**src/assert_macros.svh**
```systemverilog
// Assertion macros shared by the binary heap RTL.
// Assertions are compiled out when SYNTH is defined.
`ifndef ASSERT_MACROS_SVH
`define ASSERT_MACROS_SVH
`ifndef SYNTH
// Property that must hold at every clock edge outside reset
`define ASSERT_PROP(lbl, clk, rst, prop) \
   lbl: assert property (@(posedge clk) disable iff (rst) (prop)) \
      else $error("assertion failed");
// Same-cycle implication outside reset
`define ASSERT_IMPL(lbl, clk, rst, ante, cons) \
   lbl: assert property (@(posedge clk) disable iff (rst) (ante) |-> (cons)) \
      else $error("assertion failed");
`else
`define ASSERT_PROP(lbl, clk, rst, prop)
`define ASSERT_IMPL(lbl, clk, rst, ante, cons)
`endif
`endif

```
**src/bhip_pkg.sv**
```systemverilog
// Types and constants for the binary heap insert/peek block.
// No dependencies; used by the controller, datapath and top level.
`default_nettype none
package bhip_pkg;

   localparam int KEY_W   = 16;
   localparam int GRADE_W = 8;
   localparam int TAG_W   = 16;
   localparam int COUNT_W = 5;

   // Input action codes
   localparam logic ACTION_INSERT = 1'b0;
   localparam logic ACTION_CLEAR  = 1'b1;

   // Heap order codes for heap_mode
   localparam logic MODE_MIN = 1'b0;
   localparam logic MODE_MAX = 1'b1;

   // Register index of heap_mode
   localparam logic REG_HEAP_MODE = 1'b0;

   typedef struct packed {
      logic                      action;
      logic signed [KEY_W-1:0]   new_key;
      logic [GRADE_W-1:0]        new_grade;
      logic [TAG_W-1:0]          record_tag;
   } req_type;

   typedef struct packed {
      logic signed [KEY_W-1:0]   top_key;
      logic [GRADE_W-1:0]        top_grade;
      logic [TAG_W-1:0]          top_tag;
      logic [COUNT_W-1:0]        entry_count;
      logic                      heap_empty;
      logic                      insert_dropped;
   } rsp_type;

   // One stored heap record
   typedef struct packed {
      logic signed [KEY_W-1:0]   key;
      logic [GRADE_W-1:0]        grade;
      logic [TAG_W-1:0]          tag;
   } rec_type;

   typedef enum logic [2:0] {
      ST_IDLE,
      ST_READ,
      ST_CMP,
      ST_FINISH,
      ST_DONE
   } state_type;

   // Controller to datapath
   typedef struct packed {
      logic accept;
      logic rd_parent;
      logic cmp;
      logic finish;
      logic load_rsp;
   } ctl_cmd_type;

   // Datapath to controller
   typedef struct packed {
      logic is_clear;
      logic is_full;
      logic fill_zero;
      logic par_is_root;
   } dp_status_type;

endpackage
`default_nettype wire

```
**src/bhip_ctrl.sv**
```systemverilog
// Sequencing state machine for insert and sift-up of the binary heap.
// Depends on bhip_pkg and assert_macros.svh.
`default_nettype none
`include "assert_macros.svh"
module bhip_ctrl (
   input  wire logic                    clock,
   input  wire logic                    reset,
   input  wire logic                    req_valid,
   output logic                         req_stall,
   output logic                         rsp_valid,
   input  wire logic                    rsp_stall,
   input  wire bhip_pkg::dp_status_type status,
   output bhip_pkg::ctl_cmd_type        cmd
);

   bhip_pkg::state_type state_ff, state_in;
   logic                rsp_valid_ff, rsp_valid_in;

   // State and output-valid registers
   always_ff @(posedge clock) begin
      if (reset) begin
         state_ff     <= bhip_pkg::ST_IDLE;
         rsp_valid_ff <= 1'b0;
      end else begin
         state_ff     <= state_in;
         rsp_valid_ff <= rsp_valid_in;
      end
   end

   // Next state and commands
   always_comb begin
      state_in = state_ff;
      cmd      = '0;
      unique case (state_ff)
         bhip_pkg::ST_IDLE: begin
            if (req_valid) begin
               cmd.accept = 1'b1;
               if (status.is_clear || status.is_full) begin
                  state_in = bhip_pkg::ST_DONE;
               end else if (status.fill_zero) begin
                  state_in = bhip_pkg::ST_FINISH;
               end else begin
                  state_in = bhip_pkg::ST_READ;
               end
            end
         end
         bhip_pkg::ST_READ: begin
            cmd.rd_parent = 1'b1;
            state_in      = bhip_pkg::ST_CMP;
         end
         bhip_pkg::ST_CMP: begin
            cmd.cmp  = 1'b1;
            state_in = status.par_is_root ? bhip_pkg::ST_FINISH : bhip_pkg::ST_READ;
         end
         bhip_pkg::ST_FINISH: begin
            cmd.finish = 1'b1;
            state_in   = bhip_pkg::ST_DONE;
         end
         bhip_pkg::ST_DONE: begin
            // Load the output register once it is free or being drained
            if (!rsp_valid_ff || !rsp_stall) begin
               cmd.load_rsp = 1'b1;
               state_in     = bhip_pkg::ST_IDLE;
            end
         end
         default: begin
            state_in = bhip_pkg::ST_IDLE;
         end
      endcase
   end

   // Hold the result until taken
   assign rsp_valid_in = cmd.load_rsp | (rsp_valid_ff & rsp_stall);
   assign rsp_valid    = rsp_valid_ff;
   assign req_stall    = (state_ff != bhip_pkg::ST_IDLE);

   `ASSERT_IMPL(a_cmp_after_read, clock, reset, state_ff == bhip_pkg::ST_CMP,
      $past(state_ff) == bhip_pkg::ST_READ)
   `ASSERT_IMPL(a_load_frees_slot, clock, reset, cmd.load_rsp,
      !rsp_valid_ff || !rsp_stall)

endmodule
`default_nettype wire

```
**src/bhip_dp.sv**
```systemverilog
// Heap storage, sift-up datapath, count and output register.
// Depends on bhip_pkg and assert_macros.svh.
`default_nettype none
`include "assert_macros.svh"
module bhip_dp #(
   parameter int CAPACITY = 31
) (
   input  wire logic                   clock,
   input  wire logic                   reset,
   input  wire bhip_pkg::ctl_cmd_type  cmd,
   input  wire bhip_pkg::req_type      req_data,
   input  wire logic                   heap_mode,
   output bhip_pkg::dp_status_type     status,
   output bhip_pkg::rsp_type           rsp_data
);

   localparam int CW = $clog2(CAPACITY + 1);

   bhip_pkg::rec_type heap_store_ff [CAPACITY+1];

   logic [CW-1:0]       fill_ff, fill_in;
   logic [CW-1:0]       pos_ff, pos_in;
   bhip_pkg::rec_type   cur_ff, cur_in;
   bhip_pkg::rec_type   root_ff, root_in;
   bhip_pkg::rec_type   rd_data_ff;
   logic                dropped_ff, dropped_in;
   bhip_pkg::rsp_type   rsp_ff, rsp_in;

   logic                mem_we;
   logic [CW-1:0]       wr_addr;
   bhip_pkg::rec_type   wr_data;
   logic [CW-1:0]       rd_addr;
   logic                swap;
   logic [CW+4:0]       fill_wide;

   // Status toward the controller
   assign status.is_clear    = (req_data.action == bhip_pkg::ACTION_CLEAR);
   assign status.is_full     = (fill_ff >= CW'(CAPACITY));
   assign status.fill_zero   = (fill_ff == '0);
   assign status.par_is_root = ((pos_ff >> 1) == CW'(1));

   assign rd_addr = pos_ff >> 1;

   // Parent strictly out of order for the current mode
   always_comb begin
      if (heap_mode == bhip_pkg::MODE_MAX) begin
         swap = (rd_data_ff.key < cur_ff.key);
      end else begin
         swap = (rd_data_ff.key > cur_ff.key);
      end
   end

   // Next values for count, position, carried record and root
   always_comb begin
      fill_in    = fill_ff;
      pos_in     = pos_ff;
      cur_in     = cur_ff;
      root_in    = root_ff;
      dropped_in = dropped_ff;
      mem_we     = 1'b0;
      wr_addr    = pos_ff;
      wr_data    = cur_ff;
      if (cmd.accept) begin
         dropped_in = !status.is_clear && status.is_full;
         if (status.is_clear) begin
            fill_in = '0;
         end else if (!status.is_full) begin
            fill_in    = fill_ff + CW'(1);
            pos_in     = fill_ff + CW'(1);
            cur_in.key   = req_data.new_key;
            cur_in.grade = req_data.new_grade;
            cur_in.tag   = req_data.record_tag;
         end
      end
      if (cmd.cmp) begin
         // Leave the record that belongs lower in the heap order at pos, carry the other upward
         mem_we  = 1'b1;
         wr_addr = pos_ff;
         wr_data = swap ? rd_data_ff : cur_ff;
         cur_in  = swap ? cur_ff : rd_data_ff;
         pos_in  = pos_ff >> 1;
      end
      if (cmd.finish) begin
         mem_we  = 1'b1;
         wr_addr = CW'(1);
         wr_data = cur_ff;
         root_in = cur_ff;
      end
   end

   // Heap store: one write and one registered read port
   always_ff @(posedge clock) begin
      if (mem_we) begin
         heap_store_ff[wr_addr] <= wr_data;
      end
      if (cmd.rd_parent) begin
         rd_data_ff <= heap_store_ff[rd_addr];
      end
   end

   // Count register
   always_ff @(posedge clock) begin
      if (reset) begin
         fill_ff <= '0;
      end else begin
         fill_ff <= fill_in;
      end
   end

   // Working payload registers
   always_ff @(posedge clock) begin
      pos_ff     <= pos_in;
      cur_ff     <= cur_in;
      root_ff    <= root_in;
      dropped_ff <= dropped_in;
      if (cmd.load_rsp) begin
         rsp_ff <= rsp_in;
      end
   end

   // Build the result transaction
   assign fill_wide = {5'd0, fill_ff};
   always_comb begin
      rsp_in = '0;
      if (fill_ff != '0) begin
         rsp_in.top_key   = root_ff.key;
         rsp_in.top_grade = root_ff.grade;
         rsp_in.top_tag   = root_ff.tag;
      end
      rsp_in.entry_count    = fill_wide[4:0];
      rsp_in.heap_empty     = (fill_ff == '0);
      rsp_in.insert_dropped = dropped_ff;
   end

   assign rsp_data = rsp_ff;

   `ASSERT_PROP(a_fill_bound, clock, reset, fill_ff <= CW'(CAPACITY))
   `ASSERT_IMPL(a_no_slot_zero, clock, reset, mem_we, wr_addr != '0)

endmodule
`default_nettype wire

```
**src/binary_heap_insert_peek.sv**
```systemverilog
// Binary heap insert/peek: an insert is accepted, then reads and compares once
// per heap level climbed up to the root, then writes the root and loads the
// result; clear and refused inserts go from accept to the result load. One
// transaction is worked at a time, set by the read-compare-write loop of sift-up.
// A result may wait in the output register while the next transaction is worked.
// Synchronous reset empties the heap and sets max-heap order; no clearing pass.
`default_nettype none
module binary_heap_insert_peek #(
   parameter int CAPACITY = 31
) (
   input  wire logic               clock,
   input  wire logic               reset,
   input  wire logic               req_valid,
   output logic                    req_stall,
   input  wire bhip_pkg::req_type  req_data,
   output logic                    rsp_valid,
   input  wire logic               rsp_stall,
   output bhip_pkg::rsp_type       rsp_data,
   input  wire logic               csr_psel,
   input  wire logic               csr_penable,
   input  wire logic               csr_pwrite,
   input  wire logic [2:0]         csr_paddr,
   input  wire logic [31:0]        csr_pwdata,
   output logic [31:0]             csr_prdata,
   output logic                    csr_pready
);

   bhip_pkg::ctl_cmd_type   cmd;
   bhip_pkg::dp_status_type status;
   logic                    heap_mode_ff, heap_mode_in;
   logic                    csr_wr;

   // Configuration register
   assign csr_pready = 1'b1;
   assign csr_wr     = csr_psel & csr_penable & csr_pwrite & csr_pready;

   always_comb begin
      heap_mode_in = heap_mode_ff;
      if (csr_wr && (csr_paddr[2] == bhip_pkg::REG_HEAP_MODE)) begin
         heap_mode_in = csr_pwdata[0];
      end
   end

   always_ff @(posedge clock) begin
      if (reset) begin
         heap_mode_ff <= bhip_pkg::MODE_MAX;
      end else begin
         heap_mode_ff <= heap_mode_in;
      end
   end

   // Register read-back
   always_comb begin
      csr_prdata = '0;
      if (csr_paddr[2] == bhip_pkg::REG_HEAP_MODE) begin
         csr_prdata[0] = heap_mode_ff;
      end
   end

   bhip_ctrl u_ctrl (
      .clock     (clock),
      .reset     (reset),
      .req_valid (req_valid),
      .req_stall (req_stall),
      .rsp_valid (rsp_valid),
      .rsp_stall (rsp_stall),
      .status    (status),
      .cmd       (cmd)
   );

   bhip_dp #(
      .CAPACITY (CAPACITY)
   ) u_dp (
      .clock     (clock),
      .reset     (reset),
      .cmd       (cmd),
      .req_data  (req_data),
      .heap_mode (heap_mode_ff),
      .status    (status),
      .rsp_data  (rsp_data)
   );

endmodule
`default_nettype wire
```
**config.mk**
```make
export PLATFORM = sky130hd
export DESIGN_NAME = binary_heap_insert_peek
export DESIGN_NICKNAME = d
export VERILOG_FILES = /design/src/bhip_pkg.sv /design/src/bhip_ctrl.sv /design/src/bhip_dp.sv /design/src/binary_heap_insert_peek.sv
export VERILOG_INCLUDE_DIRS = /design/src /design/src/src
export SDC_FILE = /design/constraint.sdc
export NUM_CORES = 1
export LEC_CHECK = 0
export BUFFER_PORTS_ARGS = -buffer_cell sky130_fd_sc_hd__buf_2
export CORE_ASPECT_RATIO = 0.75
export CORE_MARGIN = 5
export CORE_UTILIZATION = 52
export DETAILED_ROUTE_END_ITERATION = 10
export GPL_ROUTABILITY_DRIVEN = 0
export PLACE_DENSITY = 0.75
export SLEW_MARGIN = 0
export SYNTH_ARGS = -nofsm -noshare
export SYNTH_HDL_FRONTEND = slang
export SYNTH_SLANG_ARGS = --single-unit
```
**constraint.sdc**
```tcl
create_clock -name clock -period 8.2 [get_ports clock]
set_clock_uncertainty 0.15 [all_clocks]
set_input_delay 2.05 -clock clock [delete_from_list [all_inputs] [get_ports clock]]
set_output_delay 2.05 -clock clock [all_outputs]
set_load 0.1 [all_outputs]
```
# Word-level counts from Yosys, hierarchy flattened
# Memories as Yosys holds them, arrays and structs flattened. A register that Yosys moved wholly into a read port is not among the register bits.
# Index checks and enable logic that the tools add are counted.
dict set report word_totals {
  rom_bits 0
  latchBits 0
  reg_bits 143
  word_cells 93
  mem_count 1
  ram_bits 1280
}
dict set report op_classes {
  n_bitwise 7
  n_div 0
  n_mux 34
  order_cmp 3
  addsub 1
  multipliers 0
  n_eq_ne 11
  n_reduce_logical 17
  shift 0
}
# name words width read_ports rd_ports_with_merged_regs write_ports line
set mem_list {}
lappend mem_list {u_dp.heap_store_ff 32 40 1 1 1 bhip_dp.sv:19} ;# bhip_pkg::rec_type heap_store_ff [CAPACITY+1];
# op count
set op_table {}
lappend op_table {{2-to-1 mux 40 bit} 8}
lappend op_table {{greater-than comparator 16 bit} 1}
lappend op_table {{< comparator 16 bit} 1}
lappend op_table {{2-to-1 mux 4 bit} 4}
lappend op_table {{2-to-1 mux 5 bit} 3}
lappend op_table {{one-hot mux 3 bit (5 select lines)} 1}
lappend op_table {{2-to-1 mux 1 bit} 13}
lappend op_table {{2-to-1 mux 3 bit} 3}
lappend op_table {{inequality test 2 bit, second input constant} 4}
lappend op_table {{equality test 3 x 2 -> 1 bit, second input constant} 2}
lappend op_table {{AND reduction 3 bit} 2}
lappend op_table {{adder 5 x 1 -> 5 bit, second input constant} 1}
lappend op_table {{greater-or-equal comparator 5 bit, second input constant} 1}
lappend op_table {{zero test 5 bit} 1}
lappend op_table {{nonzero test 5 bit} 1}
lappend op_table {{equality test 4 x 1 -> 1 bit, second input constant} 1}
lappend op_table {{2-to-1 mux 2 bit} 2}
lappend op_table {{inequality test 2 x 1 -> 1 bit, second input constant} 2}
lappend op_table {{AND reduction 2 bit} 2}
lappend op_table {{AND reduction 4 bit} 1}
lappend op_table {{bitwise AND 1 bit} 3}
lappend op_table {{equality test 3 x 1 -> 1 bit, second input constant} 1}
lappend op_table {{equality test 3 bit, second input constant} 1}
lappend op_table {{zero test 1 bit} 3}
lappend op_table {{other kinds (7)} 11}

# Depth between registers and ports, before layout
# Gate-level depths: netlist (run 1).
dict set report logic_depth {
  depth_word 6
  depth_mapped 9
}

# Modules after synthesis
# Synthesis (run 1) repeated with hierarchy kept, for this count alone.
dict set report hier_totals {
  cells_unflattened 1412
  hier_area_um2 32087.0
}
# mod seq_area_each_um2 instances cells_each area_each_um2
set modules_own_cells {}
lappend modules_own_cells {bhip_dp 24503.5 1 1346 31532.7}
lappend modules_own_cells {binary_heap_insert_peek 20.0 1 40 315.3}
lappend modules_own_cells {bhip_ctrl 80.1 1 26 239.0}

# Worst setup path after synthesis (run 1)
# No wires, ideal clock.
dict set report synth_path {
  kind {in2out}
  from {in csr_paddr[2]}
  to {out csr_prdata[0]}
  path_buffers 0
  arrival_time_ns 3.385
  slack_ns 2.615
  required_time_ns 6.000
  path_stages 1
  path_cell_list {nor2b_1}
}
dict set report synth_between {
  elab_chain_len 1
}
# item line
set synth_lines {}
lappend synth_lines {{start, declared} binary_heap_insert_peek.sv:22} ;# input wire logic [2:0] csr_paddr,
lappend synth_lines {{2-to-1 mux 1 bit} binary_heap_insert_peek.sv:55} ;# if (csr_paddr[2] == bhip_pkg::REG_HEAP_MODE) begin
lappend synth_lines {{end, declared} binary_heap_insert_peek.sv:24} ;# output logic [31:0] csr_prdata,
# No other way between the ends.

# Worst setup path in the final report (run 1)
# Ends and elaborated chain as after synthesis.

==> results of run 1 <==
logic make-up (layout without fill, tap and decap cells):
logic type               count (synthesis)  in the layout  synth area share
flip-flops                             823            823             0.769
adder cells (fa/ha/maj)                 19             19           0.00743
AO/OA/AOI/OAI                           53             53            0.0115
multiplexers                           253            253             0.157
XOR/XNOR                                 2              2          0.000547
AND/OR/NAND/NOR                        238            238            0.0344
buffers and inverters                  124            289            0.0204
other                                    2             32          0.000235
cells in the mapped netlist (2+ instances only):
| library cell | n | area (um2) |
|---|---|---|
| nand3_1 | 4 | 20.0 |
| o21ai_0 | 6 | 30.0 |
| a311oi_1 | 4 | 35.0 |
| a31oi_1 | 2 | 12.5 |
| o22ai_1 | 13 | 81.3 |
| buf_2 | 14 | 70.1 |
| and3_1 | 2 | 12.5 |
| buf_4 | 37 | 278 |
| clkbuf_1 | 35 | 131 |
| nor2_1 | 32 | 120 |
| dfxtp_1 | 11 | 220 |
| a211o_1 | 8 | 70.1 |
| mux2_2 | 7 | 78.8 |
| buf_6 | 4 | 45.0 |
| nand2_1 | 133 | 499 |
| mux2i_1 | 24 | 240 |
| a21oi_1 | 7 | 35.0 |
| a211oi_1 | 2 | 15.0 |
| edfxtp_1 | 812 | 24400 |
| ha_1 | 19 | 238 |
| mux4_2 | 182 | 4100 |
| or3_1 | 2 | 12.5 |
| nand3b_1 | 2 | 15.0 |
| a22oi_1 | 2 | 15.0 |
| mux2_4 | 39 | 586 |
| and2_1 | 4 | 25.0 |
| inv_1 | 21 | 78.8 |
| conb_1 | 2 | 7.51 |
| buf_1 | 13 | 48.8 |
| nand4_1 | 3 | 18.8 |
| nor2b_1 | 43 | 269 |
per-layer routing:
metal  GRT usage  vias up
li1            -     6345
met1       0.300     7993
met2       0.332      748
met3      0.0362      105
met4      0.0579        0
met5           0        -
worst max path at each step:
| stage | to | depth (start not counted) |
|---|---|---|
| 3_5_place_dp | csr_prdata[0] | 3 |
| 5_1_grt | csr_prdata[0] | 3 |
| 6_report | csr_prdata[0] | 3 |
| 2_1_floorplan | csr_prdata[0] | 1 |
| 4_1_cts | csr_prdata[0] | 3 |
| 3_3_place_gp | csr_prdata[0] | 3 |
layout make-up:
class                           instances  area, um2
Timing Repair Buffer                  131        736
Clock buffer                          102       2110
Clock inverter                         35        274
Multi-Input combinational cell        597       7020
Tap cell                              800       1000
Sequential cell                       823      24600
Inverter                               21       78.8
Fill cell                            4206      24900
through the flow:
| step | hold slack, ns | util |
|---|---|---|
| after global placement | 0.259 | 0.551 |
| after global routing | 0.318 | 0.590 |
| after floorplan | 0.250 | - |
| after detailed placement | 0.290 | 0.551 |
| after CTS | 0.305 | 0.590 |
| final | 0.303 | 0.590 |
power breakdown:
group	total (mW)	leakage (nW)	switching, mW	internal [mW]
Clock	3.41	1.17	1.47	1.94
Sequential	4.93	7.43	0.0565	4.87
Combinational	1.02	3.24	0.669	0.350
registers in the layout, indices dropped and copies added, names as in the netlist:
| name | count |
|---|---|
| u_dp.dropped_ff | 1 |
| u_ctrl.rsp_valid | 1 |
| heap_mode_ff | 1 |
| u_dp.rd_data_ff | 40 |
| u_dp.cur_ff | 40 |
| u_dp.heap_store_ff | 640 |
| u_dp.rsp_data | 47 |
| u_dp.pos_ff | 5 |
| u_dp.fill_ff | 5 |
| u_ctrl.state_ff | 3 |
| u_dp.root_ff | 40 |
worst max-delay path: cells and delay by family:
kind | cells | cell delay, ns
buffers and inverters | 2 | 0.53
and+or+nand+nor | 1 | 0.09
==> results.md, run 1 <==
* CTS Buf Count at 77
* Post-CTS sizing at 0
* DRC at 0
* Leakage Power at 11.8 nW
* Worst Setup End Kind: primary output
* Design area at 35,800 um2
* WHS Endpoint: u_dp.rsp_data[0]$_DFFE_PP_
* Inst Count DP at 2,372
* Initial antenna violation count at 1
* CP dominant cell by count: buf_2
* Synthesis Warnings at 0
* Clock Pin Slew Worst Setup and Hold Paths at 0.06 ns
* #FFs+latches synth at 823
* Most common flop cell mapped by yosys: edfxtp_1
* Peak supply drop at between 0.00015 and 0.0002 V
* Core box area at 60,700 um2
* Power, Total at between 9 and 10 mW
* Status: finished, final reports clean
* Area grow syn2layout at 12.0%
* Worst setup SP type: primary input
* H-tree lvl count at 3
* Post-CTS setup buffer count at 0
* Post-route setup TNS at 0 ns
* Antenna diodes at 0
* Detail-routed via count per cell at 6.05
* Post-DRT Antenna Nets at 0
* HP Start: u_dp.dropped_ff$_DFFE_PP_
* Slew Viols, Final at 0
* Clock sink count at 823
* Synthesized area at 32,000 um2
* FP Rows at 78
* Die height at 225 um
* Max-cap violation count at 0
* Hold/Removal Path Class: reg2reg
* Worst Path Arrival at 2.67 ns
* Most frequent cells in the layout: edfxtp_1, mux4_2, nand2_1
* GRT Overall Usage at 0.207
* Worst setup slack after placement at between 3 and 4 ns
* Crit path cell chain: buf_2 > nor2b_1 > buf_2
* First DRT Iteration DRCs at 1,741
* Hold path cells at 0
* Highest metal used: met4
* Post-DP Area at 33,400 um2
* Internal reg-to-reg setup slack at 3.62 ns
* Largest net degree at the start of global routing at 75
* CTS Buffer Depth at 3
* CP max stage delay at 0.43 ns
* Met2 wire len at 33.5 mm
* Post-Syn Area per Cell at 21.1 um2
* Most common cell after layout, fill and taps aside: edfxtp_1
* Total congestion overflow at 0
* Post-synth EDFFs at 812
* Wirelength per Cell at 27.3 um
* Clk root buf: clkbuf_16
* CP max stage cell: buf_2
* Fmax at 0.205 GHz
* CTS tree: yes
* Fin. Hold Viols at 0
* Final Cycle Share at 0.594
* Beginning of the critical path: csr_paddr[2]
* Distinct cells, synth at 56
* Setup violators final at 0
* Crit path kind: in2out
* Nets at between 1,500 and 2,000
* Layout cells sized above 1 at 0.287
* Post-synth ARST share at 0
* WP data required at 6.00 ns
* I/O pins at 165
* First-pass GRT wire length at 101 mm
* Rel. slew slack at 0.265
* Met3 Wirelength at 5.72 mm
* Worst-path maximum fanout at 2
* PortBufs at 99
* Worst-Margin Slew at 1.10 ns
* Hold_buf cts at 0
* Vias in the first global route at about 16,000
* Depth of the most critical reg-to-reg path at 10
* RR Endpoint: u_dp.cur_ff[21]$_DFFE_PP_
* Post-DP HPWL at 35.5 mm
* Seq/Total Area, Yosys at 0.769
* M1 WL at 27.6 mm
* Fin cells at around 2,500
* Post-synthesis cell count at 1,514
* Skew-Pair Late Insertion Delay at roughly 0.61 ns
* Initial Util at 0.527
* Die width at 296 um
* Tmin final at roughly 4.9 ns
* Reg-to-Reg Start: u_dp.cur_ff[39]$_DFFE_PP_
* Die area at 66,700 um2
* PD cells at ~260 nW/um2
* RSZ-0062 raised after global routing: no
* Via count at 15,200
* Drt total wl at 68.5 mm
* Final worst slack at 3.33 ns
* TritonRoute pass-1 iters at 7
Note: power is estimated with default switching activity, not from simulation.
==> run 2: changes to the inputs <==
--- a/config.mk
+++ b/config.mk
@@ -6,6 +6,7 @@
 export SDC_FILE = /design/constraint.sdc
 export NUM_CORES = 1
 export LEC_CHECK = 0
+export ABC_AREA = 1
 export BUFFER_PORTS_ARGS = -buffer_cell sky130_fd_sc_hd__buf_2
 export CORE_ASPECT_RATIO = 0.75
 export CORE_MARGIN = 5
==> constraint.sdc (replaced) <==
create_clock -name clock -period 4.5 [get_ports clock]
set_clock_uncertainty 0.15 [all_clocks]
set_input_delay 1.125 -clock clock [delete_from_list [all_inputs] [get_ports clock]]
set_output_delay 1.125 -clock clock [all_outputs]
set_load 0.1 [all_outputs]
==> run 2 against run 1 <==
Net effect:
- die area rose by 3.2%
- routed wire length rose by 20%
- sequential share of layout area fell by 2.2 points
- non-clock buffer count rose by 26
- clock power rose by 86%
- global-route usage rose by 2.6 points
- sequential power rose by 86%
- setup slack got worse by 2.1 ns
- clock-buffer cell count fell by 4
- critical endpoint is now u_dp.heap_store_ff[6][39]$_DFFE_PP_
- largest cell class unchanged
- largest power group unchanged
==> results.md, run 2 <==
* Status: finished, final reports clean
* Tmin final at 3.29 ns
* Vias in the first global route at 19,900
* Most common cell in the netlist: edfxtp_1
* Most frequent cells in the layout: edfxtp_1, nor2_1, nand2_1
* Dominant cells by area after synthesis: edfxtp_1, nor2_1, o21ai_0
* Setup violators final at 0
* GRT Overall Usage at 0.233
* Busiest grt layer: met2
* Clock Pin Slew Worst Setup and Hold Paths at 0.06 ns
* Core box area at 63,300 um2
* Layout cells sized above 1 at 0.153
* Total congestion overflow at 0
* Post-synthesis cell count at 2,431
* Power, Total at approximately 18 mW
* Post-CTS sizing at 0
* Final Cycle Share at 0.731
* Fmax at approximately 0.30 GHz
* Leakage Power at 12.6 nW
* Die width at ~300 um
* DRC at 0
* Post-Synth Simple-Gate Area at 0.113
* Via count at 20,700
* First-pass GRT wire length at 121 mm
* Reg with most FFs: u_dp.heap_store_ff
* First DRT Iteration DRCs at roughly 2,800
* Post-synth ARST share at 0
* Worst Setup End Kind: flip-flop
* CTS Buf Count at 78
* Drt total wl at 82.4 mm
* Nets at 2,616
* Peak supply drop at 0.000331 V
* Worst-path maximum fanout at 40
* Post-DRT Antenna Nets at 0
* PD cells at between 400 and 500 nW/um2
* Die area at 68,800 um2
* Synthesis Warnings at 0
* Global Route met3 Usage at 0.0762
* Worst setup SP type: flip-flop
* Post-synthesis compound-gate area fraction at 0.0937
* Largest net degree at the start of global routing at slightly above 200
* Die height at roughly 230 um
* Area grow syn2layout at 12.0%
* Hold_buf cts at 0
* Worst Path Arrival at 3.46 ns
* Detail-routed via count per cell at 6.02
* Skew-Pair Late Insertion Delay at slightly above 0.6 ns
* Post-CTS setup buffer count at 0
* Fin. Hold Viols at 0
* #FFs+latches synth at 823
* H-tree lvl count at 3
* Worst-Margin Slew at 1.19 ns
* Rel. slew slack at 0.206
* Clk root buf: clkbuf_16
* Crit path kind: reg2reg
* FP Rows at 80
* RSZ-0062 raised after global routing: no
* CTS tree: yes
* Adder-cell area share of the yosys netlist at 0.00719
* Synthesized area at 33,100 um2
* Wirelength per Cell at 24.0 um
* Post-synth EDFFs at between 800 and 900
* Initial Util at 0.523
* Post-DP HPWL at 45.6 mm
* Slew Viols, Final at 0
* Largest family of logic cells by synthesized area: simple AND/OR/NAND/NOR gates
* Synth top area share at 0.737
* Max FFs per register at between 600 and 700
* Worst setup slack after placement at between 1 and 1.5 ns
* Hold/Removal Path Class: reg2reg
* Seq/Total Area, Yosys at 0.744
* Distinct cells, synth at 41
* Max-cap violation count at 0
* Final worst slack at 1.21 ns
* PortBufs at 99
* M2 GR Usage at 0.356
* Most common library cells after synthesis: edfxtp_1, nor2_1, nand2_1
* Met1 usage at 0.321
* Most common cell after layout, fill and taps aside: edfxtp_1
* WP data required at 4.66 ns
* CTS Buffer Depth at 3
* Initial antenna violation count at 2
* Mux contribution to synthesized area at 0.00182
* Clock sink count at 823
* Post-Syn Area per Cell at 13.6 um2
* Core Util, Final at 0.585
* TritonRoute pass-1 iters at 6
* Most common flop cell mapped by yosys: edfxtp_1
* Synth Area in XOR/XNOR at 0.000530
* Area leader, netlist: edfxtp_1
* Antenna diodes at 0
* I/O pins at 165
## run 2: cell count changes after synthesis, moves of 49 or more
cell and change:
inv_1 +57, mux4_2 -182, nand2_1 +105, nor2_1 +294
o21ai_0 +175, o21ai_1 +98, o221ai_1 +60, o22ai_1 +49
## run 2: where the power goes
group	total, mW	switching [mW]	internal (mW)
combinational	2.55	1.98	0.561
clock	6.34	2.68	3.66
sequential	9.16	0.160	9.00
## run 2: critical path, stage by stage, from the launching register on
cell	delay [ns]
edfxtp_1	0.48
ha_1	0.35
nand2_1	0.07
inv_1	0.04
o21bai_1	0.15
nand2_1	0.08
a21oi_2	0.14
nand2_1	0.08
nand2_1	0.10
nand2_2	0.07
nand2_4	0.07
buf_4	0.50
nand4_1	0.15
nand2_1	0.53
## run 2: logic make-up (layout without fill, tap and decap cells)
kind of cell,Yosys count,in the layout
adders and majority gates,19,19
other,2,32
muxes,6,6
xor gates and xnor gates,2,2
buffers and inverters,273,386
DFF,823,823
and+or+nand+nor,797,797
AOI/OAI and AO/OA,509,509
## run 2: area by class of cell
type	instances	area (um2)
Clock inverter	42	354
Fill cell	4661	26200
Timing Repair Buffer	157	1110
Inverter	89	343
Clock buffer	98	2110
Tap cell	861	1080
Multi-Input combinational cell	1365	7440
Sequential cell	823	24600
## run 2: path summary, 6_finish.rpt
kind	start	to	slack, ns	cells after the start
worst max-delay path	u_dp.rd_data_ff[37]$_DFFE_PP_	u_dp.heap_store_ff[6][39]$_DFFE_PP_	1.21	13
worst min-delay path	u_dp.dropped_ff$_DFFE_PP_	u_dp.rsp_data[0]$_DFFE_PP_	0.29	0
worst max register to register	u_dp.rd_data_ff[37]$_DFFE_PP_	u_dp.heap_store_ff[6][39]$_DFFE_PP_	1.21	13
worst min register to register	u_dp.dropped_ff$_DFFE_PP_	u_dp.rsp_data[0]$_DFFE_PP_	0.29	0
## run 2: per-stage QoR
step / TNS, ns / hold WS [ns] / cell area [um2] / cells
2_1_floorplan: -38.20 / 0.250 / 33200 / 2461
3_3_place_gp: 0 / 0.265 / 34600 / 3295
3_5_place_dp: 0 / 0.283 / 34600 / 3295
4_1_cts: 0 / 0.296 / 37000 / 3435
5_1_grt: 0 / 0.298 / 37000 / 3435
6_report: 0 / 0.291 / 37000 / 3435
## run 2: routing by layer
metal | part of all wire | up-vias
li1 | - | 9054
met1 | 0.38 | 10100
met2 | 0.46 | 1296
met3 | 0.13 | 180
met4 | 0.029 | 2
met5 | 0.00013 | -
==> run 3: changes to the inputs <==
==> constraint.sdc (replaced) <==
create_clock -name clock -period 3.25 [get_ports clock]
set_clock_uncertainty 0.15 [all_clocks]
set_input_delay 0.8125 -clock clock [delete_from_list [all_inputs] [get_ports clock]]
set_output_delay 0.8125 -clock clock [all_outputs]
set_load 0.1 [all_outputs]
==> run 3 against run 2 <==
Net effect:
- critical path type unchanged
- highest routed layer is now met4
- first-iteration DRC count increased by 17%
- clock power increased by 42%
- power increased by 40%
==> results.md, run 3 (synthesized netlist as in run 2, its figures left out) <==
* Crit path cell chain: inv_1 > ha_1 > a21oi_1 > nand2_1 > nand2_1 > nand2_1 > nand2_1 > nand2_1 > nand2_1 > nand3_2 > nand3_4 > buf_12 > nand2_4 > nand2_2
* Global Route met3 Usage at 0.0565
* Core box area at 63,300 um2
* Setup violators final at 0
* Crit-path leading delay family: simple AND/OR/NAND/NOR gates
* Status: finished, final reports clean
* Peak supply drop at between 0.0004 and 0.0005 V
* Post-DRT Antenna Nets at 0
* TritonRoute pass-1 iters at 6
* CP dominant cell by count: nand2_1
* Post-DP HPWL at 46.0 mm
* Worst Setup End Kind: flip-flop
* Via count at a little over 20,000
* I/O pins at 165
* Post-CTS sizing at 0
* Crit path kind: reg2reg
* Fill cell count at 4,662
* CTS tree: yes
* Fin. Hold Viols at 0
* Post-CTS setup buffer count at 0
* Tmin final at 2.97 ns
* Reg with most FFs: u_dp.heap_store_ff
* CP max stage delay at 0.47 ns
* Slew Viols, Final at 0
* Worst Path Arrival at 3.19 ns
* CTS Buffer Depth at 3
* Max-cap violation count at 0
* H-tree lvl count at 3
* WP data required at between 3 and 4 ns
* CP max stage cell: edfxtp_1
* Initial antenna violation count at 1
* Internal reg-to-reg setup slack at 0.28 ns
* Worst setup slack after placement at 0.341 ns
* Worst setup SP type: flip-flop
* Most common cell after layout, fill and taps aside: edfxtp_1
* CTS Buf Count at 76
* GRT Overall Usage at 0.234
* Hold_buf cts at 0
* Power, Total at 25.3 mW
* M2 GR Usage at 0.353
* Hold/Removal Path Class: reg2reg
* FP Rows at 80
* Initial Util at 0.523
* Fmax at around 0.34 GHz
* PD cells at 680 nW/um2
* Skew-Pair Late Insertion Delay at 0.62 ns
* Largest net degree at the start of global routing at 195
* Final worst slack at roughly 0.28 ns
* First DRT Iteration DRCs at 3,241
* Layout cells sized above 1 at 0.160
* Drt total wl at 82.9 mm
* Leakage Power at 12.6 nW
* Most frequent cells in the layout: edfxtp_1, nor2_1, nand2_1
* Die height at between 200 and 250 um
* Antenna diodes at 0
* Max FFs per register at between 600 and 700
* Clock Pin Slew Worst Setup and Hold Paths at approximately 0.060 ns
* PortBufs at between 90 and 100
* Die width at between 300 and 400 um
* First-pass GRT wire length at 122 mm
* Rel. slew slack at 0.255
* Worst-path maximum fanout at 40
* Worst-Margin Slew at around 1.1 ns
* Clk root buf: clkbuf_16
* Total congestion overflow at 0
* Detail-routed via count per cell at about 6.0
* Worst Path Buf+Inv at 2
* Clock sink count at roughly 820
* Busiest grt layer: met2
* Area grow syn2layout at 12.4%
* Vias in the first global route at 19,900
* Die area at 68,800 um2
* RSZ-0062 raised after global routing: no
* Final Cycle Share at 0.913
* Nets at 2,631
* DRC at 0
* Met1 usage at 0.344
* Wirelength per Cell at about 24 um
==> run 3: final timing paths <==
path                        startpoint  cells past startpoint                              endpoint
max          u_dp.cur_ff[27]$_DFFE_PP_                     14  u_dp.heap_store_ff[13][38]$_DFFE_PP_
min          u_dp.dropped_ff$_DFFE_PP_                      0            u_dp.rsp_data[0]$_DFFE_PP_
max reg2reg  u_dp.cur_ff[27]$_DFFE_PP_                     14  u_dp.heap_store_ff[13][38]$_DFFE_PP_
min reg2reg  u_dp.dropped_ff$_DFFE_PP_                      0            u_dp.rsp_data[0]$_DFFE_PP_
==> run 3: routing by layer <==
metal  vias up  share of wire
met2      1443           0.45
met5         -              0
met3       189           0.14
li1       9082              -
met1     10100           0.39
met4         0          0.027
==> run 3: stage by stage <==
stage,utilization,setup TNS (ns),instance area [um2],hold slack (ns),instances
2_1_floorplan,-,-461.22,33200,0.250,2461
3_3_place_gp,0.548,0,34600,0.264,3312
3_5_place_dp,0.548,0,34600,0.262,3312
4_1_cts,0.587,0,37200,0.276,3450
5_1_grt,0.587,0,37200,0.290,3450
6_report,0.587,0,37200,0.275,3450
==> run 3: cell type report <==
cell class                      count  area, um2  area share
Sequential cell                   823      24600       0.662
Clock buffer                       92       2000      0.0540
Clock inverter                     46        497      0.0134
Tap cell                          861       1080      0.0290
Timing Repair Buffer              174       1180      0.0319
Multi-Input combinational cell   1365       7440       0.200
Inverter                           89        343     0.00923
==> run 3: where the power goes <==
part	internal (mW)	switching, mW
clock network	5.21	3.78
registers	12.5	0.229
logic	0.811	2.77
